[src/design/rau_pkg.sv]
package rau_pkg;

   localparam int unsigned WordWidth = 32;
   localparam int unsigned WideWidth = 64;
   localparam int unsigned DenWidth  = 31;
   localparam int unsigned KindWidth = 3;
   localparam int unsigned StatWidth = 2;
   localparam int unsigned CntWidth  = 6;
   localparam int unsigned ShWidth   = 6;

   localparam int unsigned ReqDataWidth = 128;
   localparam int unsigned RspDataWidth = 64;

   typedef enum logic [KindWidth-1:0] {
      KIND_ADD   = 3'd0,
      KIND_SUB   = 3'd1,
      KIND_MUL   = 3'd2,
      KIND_DIV   = 3'd3,
      KIND_NEG   = 3'd4,
      KIND_RECIP = 3'd5,
      KIND_ROUND = 3'd6,
      KIND_MAKE  = 3'd7
   } kind_type;

   typedef enum logic [StatWidth-1:0] {
      ST_OK    = 2'd0,
      ST_DIVZ  = 2'd1,
      ST_RANGE = 2'd2,
      ST_RSVD  = 2'd3
   } stat_type;

   typedef enum logic [1:0] {
      DSEL_ROUND = 2'd0,
      DSEL_NUM   = 2'd1,
      DSEL_DEN   = 2'd2,
      DSEL_NONE  = 2'd3
   } dsel_type;

   typedef enum logic [3:0] {
      S_IDLE,
      S_CHECK,
      S_MUL,
      S_RDIV,
      S_RFIX,
      S_COMBINE,
      S_ZCHK,
      S_GCD,
      S_NDIV,
      S_NTAKE,
      S_DDIV,
      S_DTAKE,
      S_FINISH
   } state_type;

   typedef struct packed {
      logic                load;
      logic                mul_step;
      logic [1:0]          mul_idx;
      logic                combine;
      logic                div_init;
      dsel_type            div_sel;
      logic                div_step;
      logic                round_fix;
      logic                gcd_init;
      logic                gcd_step;
      logic                take_num;
      logic                take_den;
      logic                write_out;
   } cmd_type;

   typedef struct packed {
      logic                err;
      logic                is_round;
      logic                num_zero;
      logic                gcd_done;
      logic                out_busy;
   } stat_bus_type;

endpackage

[src/design/rau_ctrl.sv]
module rau_ctrl (
   input  logic                  clock,
   input  logic                  reset,
   input  logic                  req_fire,
   input  rau_pkg::stat_bus_type dp_stat,
   output logic                  req_ready,
   output rau_pkg::cmd_type      cmd
);
   import rau_pkg::*;

   state_type            state_ff, state_in;
   logic [CntWidth-1:0]  cnt_ff, cnt_in;

   localparam logic [CntWidth-1:0] CntLast = CntWidth'(WideWidth - 1);
   localparam logic [CntWidth-1:0] MulLast = CntWidth'(2);

   always_ff @(posedge clock) begin
      if (reset) begin
         state_ff <= S_IDLE;
         cnt_ff   <= '0;
      end else begin
         state_ff <= state_in;
         cnt_ff   <= cnt_in;
      end
   end

   always_comb begin
      state_in  = state_ff;
      cnt_in    = cnt_ff;
      cmd       = '0;
      cmd.div_sel = DSEL_NONE;
      req_ready = 1'b0;
      unique case (state_ff)
         S_IDLE: begin
            req_ready = 1'b1;
            if (req_fire) begin
               cmd.load = 1'b1;
               state_in = S_CHECK;
            end
         end
         S_CHECK: begin
            cnt_in = '0;
            state_in = dp_stat.err ? S_FINISH : S_MUL;
         end
         S_MUL: begin
            cmd.mul_step = 1'b1;
            cmd.mul_idx  = cnt_ff[1:0];
            cnt_in = cnt_ff + 1'b1;
            if (cnt_ff == MulLast) begin
               cnt_in = '0;
               if (dp_stat.is_round) begin
                  cmd.div_init = 1'b1;
                  cmd.div_sel  = DSEL_ROUND;
                  state_in = S_RDIV;
               end else begin
                  state_in = S_COMBINE;
               end
            end
         end
         S_RDIV: begin
            cmd.div_step = 1'b1;
            cnt_in = cnt_ff + 1'b1;
            if (cnt_ff == CntLast) state_in = S_RFIX;
         end
         S_RFIX: begin
            cmd.round_fix = 1'b1;
            state_in = S_ZCHK;
         end
         S_COMBINE: begin
            cmd.combine = 1'b1;
            state_in = S_ZCHK;
         end
         S_ZCHK: begin
            if (dp_stat.num_zero) begin
               state_in = S_FINISH;
            end else begin
               cmd.gcd_init = 1'b1;
               state_in = S_GCD;
            end
         end
         S_GCD: begin
            if (dp_stat.gcd_done) begin
               cmd.div_init = 1'b1;
               cmd.div_sel  = DSEL_NUM;
               cnt_in = '0;
               state_in = S_NDIV;
            end else begin
               cmd.gcd_step = 1'b1;
            end
         end
         S_NDIV: begin
            cmd.div_step = 1'b1;
            cnt_in = cnt_ff + 1'b1;
            if (cnt_ff == CntLast) state_in = S_NTAKE;
         end
         S_NTAKE: begin
            cmd.take_num = 1'b1;
            cmd.div_init = 1'b1;
            cmd.div_sel  = DSEL_DEN;
            cnt_in = '0;
            state_in = S_DDIV;
         end
         S_DDIV: begin
            cmd.div_step = 1'b1;
            cnt_in = cnt_ff + 1'b1;
            if (cnt_ff == CntLast) state_in = S_DTAKE;
         end
         S_DTAKE: begin
            cmd.take_den = 1'b1;
            state_in = S_FINISH;
         end
         S_FINISH: begin
            if (!dp_stat.out_busy) begin
               cmd.write_out = 1'b1;
               state_in = S_IDLE;
            end
         end
         default: state_in = S_IDLE;
      endcase
   end

endmodule

[config.mk]
export PLATFORM = sky130hd
export DESIGN_NAME = rau_ctrl
export DESIGN_NICKNAME = d
export VERILOG_FILES = /design/src/design/rau_pkg.sv /design/src/design/rau_ctrl.sv
export SDC_FILE = /design/constraint.sdc
export NUM_CORES = 1
export LEC_CHECK = 0
export ABC_AREA = 1
export ABC_CLOCK_PERIOD_IN_PS = 2150
export BUFFER_PORTS_ARGS = -buffer_cell sky130_fd_sc_hd__buf_2
export CAP_MARGIN = 25
export CORE_UTILIZATION = 52
export CTS_CLUSTER_SIZE = 8
export DETAILED_ROUTE_END_ITERATION = 10
export GPL_TIMING_DRIVEN = 0
export PLACE_DENSITY = 0.82
export RECOVER_POWER = 50
export SYNTH_ARGS = -nofsm -noshare
export SYNTH_HDL_FRONTEND = slang
export SYNTH_SLANG_ARGS = --single-unit
[constraint.sdc]
create_clock -name clock -period 2.15 [get_ports clock]
set_clock_uncertainty 0.2 [all_clocks]
set_input_delay 0.1075 -clock clock [delete_from_list [all_inputs] [get_ports clock]]
set_output_delay 0.1075 -clock clock [all_outputs]
set_load 0.02 [all_outputs]
==> flow_summary.toml <==
[yosys]
syn-num-nets = 169
synth_seq_area_share_pct = 21.4
ys_ff_latch = 10
syn_inst = 159
ys_types = 24
netlist_area_sq_um = 935
yosys_warnings = 0
avgSynthCellArea_sq_um = 5.88

[clock_network]
cts_hold_buf = 1
clockBufferDepth = 2
numClockSinks = 10
cts_resized = 0
cts_buffers = 3
cts_max_level = 1
insertion_delay_ns = 0.26
cts_tree = "yes"
post-cts-setup-buffer-count = 0
cts_root_buf = "clkbuf_4"
clkTransAtPathRegs_ns = 0.06

[worst_hold_path]
hp-class = "in -> reg"

[floorplanning]
fp-row-count = 14
fp.dieW_microns = 44.4
num_io_pins = 24
dieHeight_microns = 44.4
initial_core_util_pct = 58.6
coreArea_sq_um = 1590
die_area_sq_um = 1970

[placed_design]
routabilityCongestion = 0.923
numPortBuffers = 23
dp_hpwl_microns = 1860
dp_cells = 206

[timing]
tightest_slew_ns = 0.309
finalCritPeriodShare_pct = 88.8
rsz0062_at_grt = "false"
relSlewSlack_pct = 79.3
setup_tns_ns = 0
max_clock_freq_mhz = 524
period_needed_ns = 1.91
hold_viol_final = 0
slew_viol_final = 0
finalSetupViolCount = 0

[power_and_ir_drop]
p_total_w = 0.00140
p_int_w = 0.000637
swShare_pct = 54.7
p_comb_share_pct = 67.1
p_switching_w = 0.000768
clkPwrFrac_pct = 11.8
peakVddDrop_uv = 795
p_per_area_nw_per_um2 = 1260
leakage_nw = 0.587
pwr-share-seq_pct = 21.2

[critical_path]
worstPathCellList = "inv_1, nor2_2, nand2_2, nand3_1, nand4_1, buf_2"
cp.buffers_inverters = 2
slowest_stage = "dfxtp_1"
crit_path_max_fanout = 7
max_stage_delay_ns = 0.50
crit_path_end_kind = "primary output"
crit_type = "reg -> out"
cp_data_required_time_ns = 1.84
cp-start-kind = "register"
critical_path_arrival_ns = 1.60
cp_top_family = "simple AND/OR/NAND/NOR gates"

[global_route]
grt_pass1_wl_microns = 3760
grt_pass1_vias = 919
antenna_found_initial = 0
grt-ovfl-total = 0
grt_max_degree = 9
grt.total_usage_pct = 25.0

[final_layout]
nets = 198
final_common_cell = "nand2_1"
mostFrequentLayoutCells = "nand2_1, inv_1, nor2_1, nand3_1, buf_2"
layout-drive-gt1-share_pct = 22.5
fillCellCount = 160
final_cells = 211
syn_to_final_growth_pct = 19.0
num_antenna_cells = 0

[routing]
wl_microns = 2280
wl_per_cell_microns = 10.8
ant_nets = 0
drt_iter0_markers = 42
dr.pass1.iters = 4
route.detailed.drc = 0
vias = 1088
viasPerCell = 5.16

[run_status]
status = "complete, no violations"

[run]
max_cap_violations = 0
==> final timing paths <==
path	startpoint	to	slack, ns	cells past startpoint
setup / recovery	state_ff[3]$_SDFFE_PP0P_	cmd[8]	0.24	6
hold / removal	dp_stat[3]	state_ff[2]$_SDFFE_PP0P_	0.04	4
setup reg to reg	state_ff[3]$_SDFFE_PP0P_	cnt_ff[0]$_SDFFE_PP0P_	0.34	9
hold reg to reg	cnt_ff[5]$_SDFFE_PP0P_	cnt_ff[5]$_SDFFE_PP0P_	0.36	2
==> synthesized netlist by cell type, drive strengths merged <==
master,instances,area (sq um)
nand2,49,216
nor2,26,125
inv,25,93.8
nand3,20,110
a21oi,11,55.1
dfxtp,10,200
nor3,3,15.0
o21ai,3,15.0
ha,2,25.0
xor2,2,17.5
buf,1,7.51
nand3b,1,7.51
nand4,1,6.26
o211ai,1,7.51
o21a,1,7.51
o21bai,1,7.51
o221ai,1,8.76
xnor2,1,8.76
==> per-stage QoR <==
stage | instance area, sq um | hold slack [ns] | util, % | worst slack, ns
2_1_floorplan | 935 | -0.0234 | - | 0.599
3_3_place_gp | 1080 | 0.161 | 67.7 | 0.493
3_5_place_dp | 1080 | 0.165 | 67.7 | 0.459
4_1_cts | 1130 | 0.0271 | 70.6 | 0.259
5_1_grt | 1110 | 0.0369 | 69.8 | 0.127
6_report | 1110 | 0.0376 | 69.8 | 0.241
==> sequential cells by signal, indices dropped and copies added, names as in the netlist <==
signal,flops
cnt_ff,6
state_ff,4
==> tightest hold or removal path: stages <==
cell	delay [ns]
buf_2	0.10
o211ai_1	0.12
nand2_1	0.07
a21oi_1	0.05
==> cells by family (layout without fill, tap and decap cells) <==
family	count (synthesis)	in the layout	synth area share, %
xor gates and xnor gates	3	3	2.81
adders and majority gates	2	2	2.68
AOI/OAI and AO/OA	18	18	10.8
DFF	10	10	21.4
and+or+nand+nor	100	100	51.4
buffers and inverters	26	54	10.8
==> routing by layer <==
| layer | global-route usage, % | wire [microns] | part of all wire (%) |
|---|---|---|---|
| met4 | 8.48 | 0 | 0 |
| met1 | 36.2 | 1120 | 49 |
| met2 | 39.4 | 1050 | 46 |
| met5 | 0 | 0 | 0 |
| met3 | 1.63 | 117 | 5.1 |
==> area by class of cell <==
cell class / instances / area (sq um) / share of cell area (%)
clock buffer: 4 / 36.3 / 3.26
inverter: 25 / 93.8 / 8.44
buffer: 1 / 7.51 / 0.675
tap: 24 / 30.0 / 2.70
timing repair buffer: 24 / 116 / 10.5
multi-input combinational: 123 / 628 / 56.5
sequential: 10 / 200 / 18.0
==> power by group through the flow <==
| stage | clock network, W | registers (W) | logic, W |
|---|---|---|---|
| global route | 0.000177 | 0.000307 | 0.00105 |
| detailed placement | 0 | 0.000303 | 0.000937 |
| CTS | 0.000169 | 0.000298 | 0.000943 |
| global placement | 0 | 0.000300 | 0.000909 |
| finish | 0.000166 | 0.000297 | 0.000942 |
| floorplan | 0 | 0.000286 | 0.000742 |
Power figures use the tool's default switching activity.
